File: src/hw/rtl/bpa_pkg.sv
// Shared constants and types of the bitmap page allocator.
`timescale 1ns / 1ps

package bpa_pkg;

  localparam int PAGES_DEF      = 1024;
  localparam int WORD_BITS_DEF  = 32;
  localparam int PAGE_SHIFT_DEF = 12;

  localparam int MODE_W    = 2;
  localparam int ADDR_W    = 32;
  localparam int CNT_W     = 11;
  localparam int CFG_IDX_W = 2;

  localparam logic [MODE_W-1:0] MODE_ALLOC = 2'd0;
  localparam logic [MODE_W-1:0] MODE_FREE  = 2'd1;
  localparam logic [MODE_W-1:0] MODE_INIT  = 2'd2;

  localparam logic [CFG_IDX_W-1:0] CFG_MANAGED  = 2'd0;
  localparam logic [CFG_IDX_W-1:0] CFG_RESERVED = 2'd1;

  localparam logic [CNT_W-1:0] RST_MANAGED  = 11'd1024;
  localparam logic [CNT_W-1:0] RST_RESERVED = 11'd256;

  typedef enum logic [2:0] {
    S_INIT,
    S_IDLE,
    S_SCAN,
    S_FREE_WR,
    S_DONE
  } state_t;

endpackage

File: src/hw/rtl/bpa_if.sv
// Channel interfaces of the bitmap page allocator: requests, results and configuration.
`timescale 1ns / 1ps

interface bpa_in_if;
  logic                             valid;
  logic                             ready;
  logic [bpa_pkg::MODE_W-1:0]       mode;
  logic [bpa_pkg::ADDR_W-1:0]       free_addr;
  modport source (output valid, mode, free_addr, input ready);
  modport sink   (input valid, mode, free_addr, output ready);
endinterface

interface bpa_out_if;
  logic                             valid;
  logic                             ready;
  logic [bpa_pkg::ADDR_W-1:0]       result_addr;
  logic                             success;
  logic [bpa_pkg::CNT_W-1:0]        used_count;
  logic [bpa_pkg::CNT_W-1:0]        free_count;
  logic [bpa_pkg::CNT_W-1:0]        managed_count;
  modport source (output valid, result_addr, success, used_count, free_count,
                  managed_count, input ready);
  modport sink   (input valid, result_addr, success, used_count, free_count,
                  managed_count, output ready);
endinterface

interface bpa_cfg_if;
  logic                             valid;
  logic                             ready;
  logic [bpa_pkg::CFG_IDX_W-1:0]    index;
  logic [bpa_pkg::CNT_W-1:0]        data;
  modport source (output valid, index, data, input ready);
  modport sink   (input valid, index, data, output ready);
endinterface

File: src/hw/rtl/bitmap_page_allocator.sv
// First-fit physical page allocator over a one-bit-per-page map held in a word memory.
//
// Requests arrive on in_ch (mode, free_addr); each request gives exactly one
// result on out_ch. Registers managed_pages and reserved_pages are written on
// cfg_ch, which is always ready; the user must write them only while no request
// is in flight, as the block itself does not enforce this.
// Allocate reads the map one word per cycle and stops at the first word with a
// free page below the managed count. Free reads and writes back one word. Init
// writes every map word once, one per cycle. One request is in work at a time.
// After reset the block rebuilds the map with the reset register values, with
// in_ch not ready and no result.
// A finished result waits in the output register while the next request is
// taken; if the receiver stalls, the next result holds the block until the
// output register frees.
`timescale 1ns / 1ps

module bitmap_page_allocator #(
  parameter int PAGES      = bpa_pkg::PAGES_DEF,
  parameter int WORD_BITS  = bpa_pkg::WORD_BITS_DEF,
  parameter int PAGE_SHIFT = bpa_pkg::PAGE_SHIFT_DEF
) (
  input  logic        clk,
  input  logic        rst_n,
  bpa_in_if.sink      in_ch,
  bpa_out_if.source   out_ch,
  bpa_cfg_if.sink     cfg_ch
);

  localparam int WB        = WORD_BITS;
  localparam int BW        = $clog2(WB);
  localparam int MAP_WORDS = (PAGES + WB - 1) / WB;
  localparam int IW        = (MAP_WORDS > 1) ? $clog2(MAP_WORDS) : 1;
  localparam int CW        = $clog2(MAP_WORDS + 1);
  localparam int UW        = $clog2(PAGES + 1);
  localparam int EW        = (UW > bpa_pkg::CNT_W) ? UW : bpa_pkg::CNT_W;
  localparam int PW        = UW + BW + 1;
  localparam int AW        = bpa_pkg::ADDR_W;

  function automatic logic [WB-1:0] span_mask(input logic [UW-1:0] lim,
                                               input logic [IW-1:0] k);
    logic [PW-1:0] base;
    logic [PW-1:0] diff;
    logic [WB-1:0] m;
    base = PW'(k) << BW;
    diff = PW'(lim) - base;
    if (PW'(lim) <= base) begin
      m = '0;
    end else if (diff >= PW'(WB)) begin
      m = '1;
    end else begin
      m = ~({WB{1'b1}} << diff[BW-1:0]);
    end
    return m;
  endfunction

  function automatic logic [BW-1:0] bit_index(input logic [WB-1:0] oh);
    logic [BW-1:0] r;
    r = '0;
    for (int j = 0; j < BW; j++) begin
      for (int i = 0; i < WB; i++) begin
        if (((i >> j) & 1) == 1) begin
          r[j] = r[j] | oh[i];
        end
      end
    end
    return r;
  endfunction

  logic [WB-1:0] mem [MAP_WORDS];
  logic [WB-1:0] mem_q;
  logic          mem_we;
  logic          mem_re;
  logic [IW-1:0] mem_wa;
  logic [IW-1:0] mem_ra;
  logic [WB-1:0] mem_wd;

  bpa_pkg::state_t            state_r, state_nxt;
  logic [CW-1:0]              idx_r, idx_nxt;
  logic [IW-1:0]              chk_r, chk_nxt;
  logic                       chk_vld_r, chk_vld_nxt;
  logic                       req_r, req_nxt;
  logic [UW-1:0]              used_r, used_nxt;
  logic [BW-1:0]              fr_bit_r, fr_bit_nxt;
  logic [AW-1:0]              pend_addr_r, pend_addr_nxt;
  logic                       pend_ok_r, pend_ok_nxt;
  logic [bpa_pkg::CNT_W-1:0]  managed_r, reserved_r;
  logic                       out_valid_r, out_valid_nxt;
  logic                       out_load;
  logic [AW-1:0]              out_addr_r;
  logic                       out_ok_r;
  logic [bpa_pkg::CNT_W-1:0]  out_used_r, out_free_r, out_managed_r;

  logic [UW-1:0]   eff_n;
  logic [UW-1:0]   rsv_n;
  logic [CW-1:0]   n_words;
  logic [AW-1:0]   free_pg;
  logic [WB-1:0]   free_bits;
  logic [WB-1:0]   low_bit;
  logic [IW+BW-1:0] alloc_pg;
  logic [63:0]     alloc_byte;

  assign eff_n = (EW'(managed_r) > EW'(PAGES)) ? UW'(PAGES) : UW'(managed_r);
  assign rsv_n = (EW'(reserved_r) > EW'(eff_n)) ? eff_n : UW'(reserved_r);
  assign n_words = CW'(((UW + 1)'(eff_n) + (UW + 1)'(WB - 1)) >> BW);
  assign free_pg = in_ch.free_addr >> PAGE_SHIFT;
  assign free_bits = ~mem_q & span_mask(eff_n, chk_r);
  assign low_bit = free_bits & (~free_bits + WB'(1));
  assign alloc_pg = {chk_r, bit_index(low_bit)};
  assign alloc_byte = 64'(alloc_pg) << PAGE_SHIFT;

  always_ff @(posedge clk) begin
    if (mem_we) begin
      mem[mem_wa] <= mem_wd;
    end
    if (mem_re) begin
      mem_q <= mem[mem_ra];
    end
  end

  always_ff @(posedge clk) begin
    if (!rst_n) begin
      managed_r  <= bpa_pkg::RST_MANAGED;
      reserved_r <= bpa_pkg::RST_RESERVED;
    end else if (cfg_ch.valid) begin
      case (cfg_ch.index)
        bpa_pkg::CFG_MANAGED:  managed_r  <= cfg_ch.data;
        bpa_pkg::CFG_RESERVED: reserved_r <= cfg_ch.data;
        default: ;
      endcase
    end
  end

  assign cfg_ch.ready = 1'b1;

  always_ff @(posedge clk) begin
    if (!rst_n) begin
      state_r     <= bpa_pkg::S_INIT;
      idx_r       <= '0;
      chk_vld_r   <= 1'b0;
      req_r       <= 1'b0;
      out_valid_r <= 1'b0;
    end else begin
      state_r     <= state_nxt;
      idx_r       <= idx_nxt;
      chk_vld_r   <= chk_vld_nxt;
      req_r       <= req_nxt;
      out_valid_r <= out_valid_nxt;
    end
  end

  always_ff @(posedge clk) begin
    chk_r       <= chk_nxt;
    used_r      <= used_nxt;
    fr_bit_r    <= fr_bit_nxt;
    pend_addr_r <= pend_addr_nxt;
    pend_ok_r   <= pend_ok_nxt;
    if (out_load) begin
      out_addr_r    <= pend_addr_r;
      out_ok_r      <= pend_ok_r;
      out_used_r    <= bpa_pkg::CNT_W'(used_r);
      out_free_r    <= (eff_n > used_r) ? bpa_pkg::CNT_W'(eff_n - used_r) : '0;
      out_managed_r <= bpa_pkg::CNT_W'(eff_n);
    end
  end

  always_comb begin
    state_nxt     = state_r;
    idx_nxt       = idx_r;
    chk_nxt       = chk_r;
    chk_vld_nxt   = 1'b0;
    req_nxt       = req_r;
    used_nxt      = used_r;
    fr_bit_nxt    = fr_bit_r;
    pend_addr_nxt = pend_addr_r;
    pend_ok_nxt   = pend_ok_r;
    out_load      = 1'b0;
    out_valid_nxt = out_valid_r && !out_ch.ready;
    mem_we        = 1'b0;
    mem_wa        = chk_r;
    mem_wd        = '0;
    mem_re        = 1'b0;
    mem_ra        = idx_r[IW-1:0];
    in_ch.ready   = 1'b0;

    case (state_r)
      bpa_pkg::S_INIT: begin
        mem_we  = 1'b1;
        mem_wa  = idx_r[IW-1:0];
        mem_wd  = span_mask(rsv_n, idx_r[IW-1:0]);
        idx_nxt = idx_r + CW'(1);
        if (idx_r == CW'(MAP_WORDS - 1)) begin
          used_nxt  = rsv_n;
          state_nxt = req_r ? bpa_pkg::S_DONE : bpa_pkg::S_IDLE;
        end
      end
      bpa_pkg::S_IDLE: begin
        in_ch.ready   = 1'b1;
        pend_addr_nxt = '0;
        pend_ok_nxt   = 1'b0;
        if (in_ch.valid) begin
          case (in_ch.mode)
            bpa_pkg::MODE_ALLOC: begin
              idx_nxt   = '0;
              state_nxt = (n_words == '0) ? bpa_pkg::S_DONE : bpa_pkg::S_SCAN;
            end
            bpa_pkg::MODE_FREE: begin
              if (free_pg < AW'(eff_n)) begin
                mem_re      = 1'b1;
                mem_ra      = free_pg[BW +: IW];
                chk_nxt     = free_pg[BW +: IW];
                fr_bit_nxt  = free_pg[BW-1:0];
                pend_ok_nxt = 1'b1;
                state_nxt   = bpa_pkg::S_FREE_WR;
              end else begin
                state_nxt = bpa_pkg::S_DONE;
              end
            end
            bpa_pkg::MODE_INIT: begin
              idx_nxt     = '0;
              req_nxt     = 1'b1;
              pend_ok_nxt = 1'b1;
              state_nxt   = bpa_pkg::S_INIT;
            end
            default: state_nxt = bpa_pkg::S_DONE;
          endcase
        end
      end
      bpa_pkg::S_SCAN: begin
        if (idx_r < n_words) begin
          mem_re      = 1'b1;
          chk_nxt     = idx_r[IW-1:0];
          chk_vld_nxt = 1'b1;
          idx_nxt     = idx_r + CW'(1);
        end
        if (chk_vld_r) begin
          if (|free_bits) begin
            mem_we        = 1'b1;
            mem_wd        = mem_q | low_bit;
            used_nxt      = used_r + UW'(1);
            pend_addr_nxt = alloc_byte[AW-1:0];
            pend_ok_nxt   = 1'b1;
            chk_vld_nxt   = 1'b0;
            state_nxt     = bpa_pkg::S_DONE;
          end else if (CW'(chk_r) + CW'(1) == n_words) begin
            chk_vld_nxt = 1'b0;
            state_nxt   = bpa_pkg::S_DONE;
          end
        end
      end
      bpa_pkg::S_FREE_WR: begin
        if (mem_q[fr_bit_r]) begin
          mem_we = 1'b1;
          mem_wd = mem_q & ~(WB'(1) << fr_bit_r);
          if (used_r != '0) begin
            used_nxt = used_r - UW'(1);
          end
        end
        state_nxt = bpa_pkg::S_DONE;
      end
      bpa_pkg::S_DONE: begin
        req_nxt = 1'b0;
        if (!out_valid_r || out_ch.ready) begin
          out_load      = 1'b1;
          out_valid_nxt = 1'b1;
          state_nxt     = bpa_pkg::S_IDLE;
        end
      end
      default: state_nxt = bpa_pkg::S_IDLE;
    endcase
  end

  assign out_ch.valid         = out_valid_r;
  assign out_ch.result_addr   = out_addr_r;
  assign out_ch.success       = out_ok_r;
  assign out_ch.used_count    = out_used_r;
  assign out_ch.free_count    = out_free_r;
  assign out_ch.managed_count = out_managed_r;

endmodule
File: src/flat_wrapper.sv
// flat-port wrapper written by rule: the top's interface ports become plain ports
module bitmap_page_allocator_flat 
#(
  parameter int PAGES      = bpa_pkg::PAGES_DEF,
  parameter int WORD_BITS  = bpa_pkg::WORD_BITS_DEF,
  parameter int PAGE_SHIFT = bpa_pkg::PAGE_SHIFT_DEF
)
  (clk, rst_n, in_ch_valid, in_ch_mode, in_ch_free_addr, in_ch_ready, out_ch_valid, out_ch_result_addr, out_ch_success, out_ch_used_count, out_ch_free_count, out_ch_managed_count, out_ch_ready, cfg_ch_valid, cfg_ch_index, cfg_ch_data, cfg_ch_ready);
  bpa_in_if in_ch_i ();
  bpa_out_if out_ch_i ();
  bpa_cfg_if cfg_ch_i ();
  input  logic clk;
  input  logic rst_n;
  input wire logic [$bits(in_ch_i.valid)-1:0] in_ch_valid;
  input wire logic [$bits(in_ch_i.mode)-1:0] in_ch_mode;
  input wire logic [$bits(in_ch_i.free_addr)-1:0] in_ch_free_addr;
  output wire logic [$bits(in_ch_i.ready)-1:0] in_ch_ready;
  output wire logic [$bits(out_ch_i.valid)-1:0] out_ch_valid;
  output wire logic [$bits(out_ch_i.result_addr)-1:0] out_ch_result_addr;
  output wire logic [$bits(out_ch_i.success)-1:0] out_ch_success;
  output wire logic [$bits(out_ch_i.used_count)-1:0] out_ch_used_count;
  output wire logic [$bits(out_ch_i.free_count)-1:0] out_ch_free_count;
  output wire logic [$bits(out_ch_i.managed_count)-1:0] out_ch_managed_count;
  input wire logic [$bits(out_ch_i.ready)-1:0] out_ch_ready;
  input wire logic [$bits(cfg_ch_i.valid)-1:0] cfg_ch_valid;
  input wire logic [$bits(cfg_ch_i.index)-1:0] cfg_ch_index;
  input wire logic [$bits(cfg_ch_i.data)-1:0] cfg_ch_data;
  output wire logic [$bits(cfg_ch_i.ready)-1:0] cfg_ch_ready;
  assign in_ch_i.valid = in_ch_valid;
  assign in_ch_i.mode = in_ch_mode;
  assign in_ch_i.free_addr = in_ch_free_addr;
  assign in_ch_ready = in_ch_i.ready;
  assign out_ch_valid = out_ch_i.valid;
  assign out_ch_result_addr = out_ch_i.result_addr;
  assign out_ch_success = out_ch_i.success;
  assign out_ch_used_count = out_ch_i.used_count;
  assign out_ch_free_count = out_ch_i.free_count;
  assign out_ch_managed_count = out_ch_i.managed_count;
  assign out_ch_i.ready = out_ch_ready;
  assign cfg_ch_i.valid = cfg_ch_valid;
  assign cfg_ch_i.index = cfg_ch_index;
  assign cfg_ch_i.data = cfg_ch_data;
  assign cfg_ch_ready = cfg_ch_i.ready;
  bitmap_page_allocator #(.PAGES(PAGES), .WORD_BITS(WORD_BITS), .PAGE_SHIFT(PAGE_SHIFT)) u_core (.clk(clk), .rst_n(rst_n), .in_ch(in_ch_i), .out_ch(out_ch_i), .cfg_ch(cfg_ch_i));
endmodule
File: config.mk
export PLATFORM = sky130hd
export DESIGN_NAME = bitmap_page_allocator_flat
export DESIGN_NICKNAME = d
export VERILOG_FILES = /design/src/hw/rtl/bpa_pkg.sv /design/src/hw/rtl/bpa_if.sv /design/src/hw/rtl/bitmap_page_allocator.sv /design/src/flat_wrapper.sv
export SDC_FILE = /design/constraint.sdc
export NUM_CORES = 2
export LEC_CHECK = 0
export BUFFER_PORTS_ARGS = -buffer_cell sky130_fd_sc_hd__buf_2
export CAP_MARGIN = 30
export CORE_MARGIN = 3
export CORE_UTILIZATION = 57
export DETAILED_ROUTE_END_ITERATION = 6
export MAX_ROUTING_LAYER = met4
export PLACE_DENSITY = 0.77
export SYNTH_ARGS = -nofsm -noshare
export SYNTH_HDL_FRONTEND = slang
export SYNTH_SLANG_ARGS = --single-unit
File: constraint.sdc
create_clock -name clk -period 6.9 [get_ports clk]
set_input_delay 1.035 -clock clk [delete_from_list [all_inputs] [get_ports clk]]
set_output_delay 1.035 -clock clk [all_outputs]
set_load 0.02 [all_outputs]
# == Yosys cells after proc, flatten, opt, wreduce, memory -nomap -nowiden ==
# Memory sizes are Yosys's and may differ from the RTL's. A register that Yosys moved wholly into a read port is not among the register bits.
# Cells that the tools add are included.
# word_totals
reg_bits,154
ramBits,1024
input_bits,52
out_inout_bits,69
n_memories,1
# op_classes
addsub,9
n_lt_le_gt_ge,10
eq_ne,22
shift,3
n_mux,73
bitwise,84
reduce_logical,25
# memory_table
name,depth,width,read_ports,rd_clocked_by_memory_dff,write_ports,line_no,source
u_core.mem,32,32,1,1,1,bitmap_page_allocator.sv:69,logic [WB-1:0] mem [MAP_WORDS];
# op_table
cell,count
32-bit two-way mux,9
32-bit inverter,5
32-bit AND,3
32-bit case mux with 3 select lines,1
11-bit two-way mux,7
1-bit bitwise OR,75
32-bit case mux with 2 select lines,1
32-bit by 5-bit left shift with 32-bit output (first input constant),2
5-bit two-way mux,9
17-bit by 6-bit greater-or-equal comparator with 1-bit output (second input constant),2
11-bit case mux with 3 select lines,1
32-bit by 1-bit adder with 32-bit output (second input constant),1
32-bit bitwise OR,1
32-bit OR reduction,1
1-bit by 5-bit left shift with 32-bit output (first input constant),1
3-bit two-way mux,9
11-bit by 10-bit subtractor with 12-bit output,2
1-bit two-way mux,23
11-bit greater-than comparator,2
11-bit by 10-bit less-or-equal comparator with 1-bit output,2
20-bit by 11-bit less-than comparator with 1-bit output,1
6-bit two-way mux,3
2-bit by 1-bit != test with 1-bit output (second input constant),9
6-bit case mux with 3 select lines,1
39 further kinds,55

# == Depth between registers and ports, before layout ==
# logic_depth
word_depth,29
ltp_mapped,29
ltp_nobuf,22

# == Worst setup path after synthesis ==
# OpenSTA, ideal clock, no wires.
# synth_timing
kind,reg-to-reg
startpoint,reg u_core.managed_r[10] (netlist name)
endpoint,mem u_core.mem[0][18] (netlist name) (data pin)
setup_ns,0.390
arrival_ns,7.013
required_ns,6.510
setup_slack_ns,-0.503
stages_incl_launch_ff,30
n_path_buf,7
synth_period_minus_slack_ns,7.403
path_cell_list,dfxtp_1 -> buf_2 -> clkinv_1 -> buf_1 -> nand2_1 -> ha_1 -> a21o_1 -> a21o_1 -> a2111oi_0 -> o21ai_0 -> nand2_1 -> clkbuf_1 -> clkbuf_1 -> buf_1 -> nor2_1 -> a21oi_1 -> inv_1 -> ha_1 -> nor2b_1 -> o21a_1 -> o21a_1 -> o2111ai_1 -> nor4b_1 -> and3_1 -> a211oi_2 -> nor2_1 -> or2_2 -> clkbuf_1 -> clkbuf_1 -> o221ai_1
# synth_via
elab_chain_len,15
word_cells_on_any_way,27
cone_classes,add/sub (3); order compare (6); shift (2); mux (9); bitwise (6); reduce/logical (1)
# synth_lines
element,line_no,source
"start, declared",bitmap_page_allocator.sv:86,"logic [bpa_pkg::CNT_W-1:0] managed_r, reserved_r;"
"start signal, assigned",bitmap_page_allocator.sv:122,managed_r <= bpa_pkg::RST_MANAGED;
"start signal, assigned",bitmap_page_allocator.sv:126,bpa_pkg::CFG_MANAGED: managed_r <= cfg_ch.data;
11-bit greater-than comparator,bitmap_page_allocator.sv:102,assign eff_n = (EW'(managed_r) > EW'(PAGES)) ? UW'(PAGES) : UW'(managed_r);
11-bit two-way mux *,bitmap_page_allocator.sv:102,
"parallel branches: the longest is 12 deep, another holds 32-bit by 1-bit adder with 32-bit output",n/a,
32-bit case mux with 3 select lines *,bitmap_page_allocator.sv:185,case (state_r)
via u_core.mem_wd[18],bitmap_page_allocator.sv:75,logic [WB-1:0] mem_wd;
"end, declared",bitmap_page_allocator.sv:69,
# Mark *: on every way through the listed nets, which the timed path passes.

# == Final worst setup path ==
# layout_timing
startpoint,reg u_core.managed_r[10] (netlist name)
endpoint,mem u_core.mem[14][17] (netlist name) (enable)
# layout_via
elab_chain_len,14
word_cells_on_any_way,16
cone_classes,add/sub (1); order compare (3); shift (1); mux (8); bitwise (2); reduce/logical (1)
# layout_lines
element,line_no,source
11-bit greater-than comparator,bitmap_page_allocator.sv:102,
11-bit two-way mux *,bitmap_page_allocator.sv:102,
"parallel branches: the longest is 4 deep, another holds 17-bit by 6-bit greater-or-equal comparator with 1-bit output",n/a,
32-bit two-way mux *,bitmap_page_allocator.sv:46,if (PW'(lim) <= base) begin
32-bit AND *,bitmap_page_allocator.sv:106,"assign free_bits = ~mem_q & span_mask(eff_n, chk_r);"
32-bit OR reduction *,bitmap_page_allocator.sv:236,if (|free_bits) begin
1-bit two-way mux *,bitmap_page_allocator.sv:236,
1-bit two-way mux *,bitmap_page_allocator.sv:235,if (chk_vld_r) begin
1-bit case mux with 3 select lines *,bitmap_page_allocator.sv:185,
1-bit two-way mux *,bitmap_page_allocator.sv:112,if (mem_we) begin
1-bit two-way mux (not written as such) *,bitmap_page_allocator.sv:113,mem[mem_wa] <= mem_wd;
# Mark *: on every way between the ends.

==> flow_metrics.tcl <==
set metrics [dict create \
    cts_resized 0 \
    rows 108 \
    dr.pass1.iters 7 \
    power.switching_fraction_pct 32.6 \
    detailed_place_hpwl_um 82300 \
    cts_buffer_depth 3 \
    fillers 5918 \
    holdCritPathClass "flop to flop" \
    clk_pin_slew_ps 70 \
    drt-initial-drc-count 4107 \
    ys_ff_latch 1166 \
    post_cts_buffers 0 \
    cts_max_level 3 \
    instances_no_fill 4783 \
    synth_edf_count 1132 \
    slew_viol_final 0 \
    portBuffers 85 \
    violations "design-rule violations" \
    slew-limit-headroom_pct 29.1 \
    fin_nets 3649 \
    die_x_um 304 \
    yosys_warnings 0 \
    tightestPinTransition_ps 1060 \
    r2r-end "u_core.mem[14][17]" \
    worst-setup-path-type "flop to flop" \
    total_power_mw 23.6 \
    synth_top_cell_area_share_pct 67.1 \
    cts.sinks 1166 \
    ys_seq_area_share_pct 68.4 \
    netlist_top_cells_area "edfxtp_1 (67%), mux2i_1 (11%), a22oi_1 (3.8%)" \
    rrSetupSlack_ps 490 \
    synth_commonest_cells "edfxtp_1 (1,132), mux2i_1 (537), a22oi_1 (256), a21oi_1 (210), nand2_1 (137)" \
    peakVddDrop_uv 265 \
    power_leakage_nw 21.5 \
    cts_root_buf "clkbuf_16" \
    timing.fmax_mhz 156 \
    finalSetupTns_ps 0 \
    drc_errors 1 \
    wl_per_cell_um 27.9 \
    synth_ff_type "edfxtp_1" \
    critPathMaxFanout 19 \
    cap_violations 0 \
    critPathRequiredTime_ps 7290 \
    vias 31200 \
    place_ws_ps 652 \
    fin_crit_ps 6410 \
    end_kind "flop" \
    syn-cell-area_um2 50700 \
    whs_ps 420 \
    hold_start "u_core.pend_addr_r[14]" \
    antenna_found_initial 4 \
    area_growth_pct 12.7 \
    synth_area_leader_cell "edfxtp_1" \
    via_per_inst 6.52 \
    finalCritPeriodShare_pct 92.9 \
    chipHeight_um 304 \
    clock_skew_ps 39.3 \
    min_to "u_core.out_ch.result_addr[14]" \
    grt_setup_unrepaired "no" \
    final_antenna_net_count 0 \
    r2r_cells 19 \
    hold_buffers 0 \
    min_path_cells 0 \
    syn_inst 3367 \
    cp.arrival_ps 6790 \
    finalSetupViolations 0 \
    p_int_mw 15.9 \
    grt-ovfl-total 0 \
    cts_buffers 111 \
    grt_pass1_wl_um 195000 \
    setup_slack_ps 492 \
    grt_max_degree 80 \
    combPwrFrac_pct 29.3 \
    core-area_um2 87400 \
    status "complete, but fails checks" \
    io_pins 121 \
    routed_wl_um 133000 \
    regToRegStartpoint "u_core.managed_r[10]" \
    clock_latency_ps 700 \
    synth_cell_types 85 \
    grt_pass1_vias 30100 \
    layout-drive-gt1-share_pct 14.8 \
    async_flop_share_pct 0 \
    yosysMostFrequentCell "edfxtp_1" \
    start_kind "flop" \
    power_switching_mw 7.68 \
    syn_area_per_cell_um2 15.1 \
    grt.total_usage_pct 29.1 \
    cts_tree "built" \
    gp_congestion 0.995 \
    p_per_area_nw_per_um2 413 \
    p_seq_share_pct 45.9 \
    dpl.cell_count 4568 \
    die_area_um2 92500 \
    hold_viol 0 \
    p_clk_share_pct 24.8 \
    start_util_pct 58.0 \
]
## final cells by class
class / instances / area, um^2 / share of cell area [%]
multi-input cells: 1935 / 15300 / 26.8
diodes: 3 / 7.51 / 0.0131
flip-flops and latches: 1166 / 34700 / 60.7
inverters: 74 / 278 / 0.486
repair buffers: 243 / 1940 / 3.40
well taps: 1155 / 1450 / 2.53
clock inverters: 65 / 571 / 0.998
clock buffers: 142 / 2920 / 5.10
## worst max-delay path: stages, from the launching register on
cell	delay, ps
dfxtp_1	330
clkinv_1	220
buf_4	250
nand2_1	180
ha_1	200
inv_1	50
fa_1	420
nand2b_1	200
a2111oi_2	410
a21boi_4	600
a21oi_1	270
o41ai_2	440
nand2_1	280
a2111oi_4	380
buf_4	290
a21oi_2	150
o21ai_4	180
buf_4	450
a21oi_4	370
buf_4	380
## layout by cell type (no fill, tap or decap), drive strengths merged, types with 11 or more instances in the layout
cell	netlist	layout
edfxtp	1132	1132
a21o	18	18
nand2b	18	18
clkinv	3	53
a21oi	213	213
a211oi	15	15
o21a	11	11
xnor2	22	22
buf	102	242
nand3	43	43
clkbuf	111	142
or2	13	13
nor4	24	24
nor2b	11	11
nor2	131	131
nand3b	11	11
and2	11	11
conb	2	23
inv	71	75
mux2i	537	537
o22ai	13	13
o211ai	11	11
a2111oi	41	41
nand2	138	138
nor3	37	37
o31ai	13	13
o21ai	96	96
dfxtp	34	34
a22oi	256	256
nand4	15	15
a31oi	11	11
ha	62	62
## metal layers
layer / track usage [%] / up-vias / wire length (um)
met5: - / - / 0
met4: 10.1 / 0 / 4860
met3: 4.86 / 304 / 12000
met2: 45.0 / 1679 / 62800
met1: 39.4 / 15600 / 53600
li1: - / 13600 / -
## logic make-up (layout without fill, tap and decap cells)
kind of cell	after synthesis	after routing	synth area share [%]
AOI/OAI and AO/OA	767	767	10.6
DFF	1166	1166	68.4
muxes	551	551	11.1
and+or+nand+nor	499	499	4.82
adders and majority gates	66	66	1.69
xor gates and xnor gates	29	29	0.501
buffers and inverters	287	524	2.82
other	2	26	0.0148
## sequential cells by signal, summed over array words and instances, names as in the netlist, 3 cells and up
name and count:
u_core.pend_addr_r 10, u_core.mem 1024, u_core.out_ch.managed_count 11, u_core.used_r 11
u_core.reserved_r 11, u_core.out_ch.used_count 11, u_core.state_r 3, u_core.fr_bit_r 5
u_core.managed_r 11, u_core.out_ch.result_addr 10, u_core.mem_q 32, u_core.idx_r 6
u_core.chk_r 5, u_core.out_ch.free_count 11
## how the worst max path moves through the flow
stage               depth (start not counted)  slack, ps                  from                 end
global placement                           24        600  u_core.managed_r[10]   u_core.mem[11][7]
detailed placement                         19        650  u_core.managed_r[10]  u_core.mem[14][11]
finish                                     19        490  u_core.managed_r[10]  u_core.mem[14][17]
global route                               24        200  u_core.managed_r[10]   u_core.mem[8][18]
CTS                                        19        620  u_core.managed_r[10]  u_core.mem[14][17]
floorplan                                  28        -50  u_core.managed_r[10]   u_core.mem[0][19]
## metrics by stage
stage / area [um^2] / utilization [%]
after floorplan: 50800 / -
after global placement: 53300 / 61.0
after detailed placement: 53600 / 61.3
after CTS: 57100 / 65.3
after global routing: 57100 / 65.4
final: 57100 / 65.4
## power groups by stage
stage          Sequential, mW  Combinational, mW  Clock (mW)
3_3_place_gp             11.0               6.34           0
5_1_grt                  10.9               7.33        6.19
2_1_floorplan            11.1               3.87           0
6_report                 10.8               6.91        5.84
4_1_cts                  10.8               6.78        5.90
3_5_place_dp             11.0               6.73           0
No activity file was read; power rests on OpenSTA's default activity.
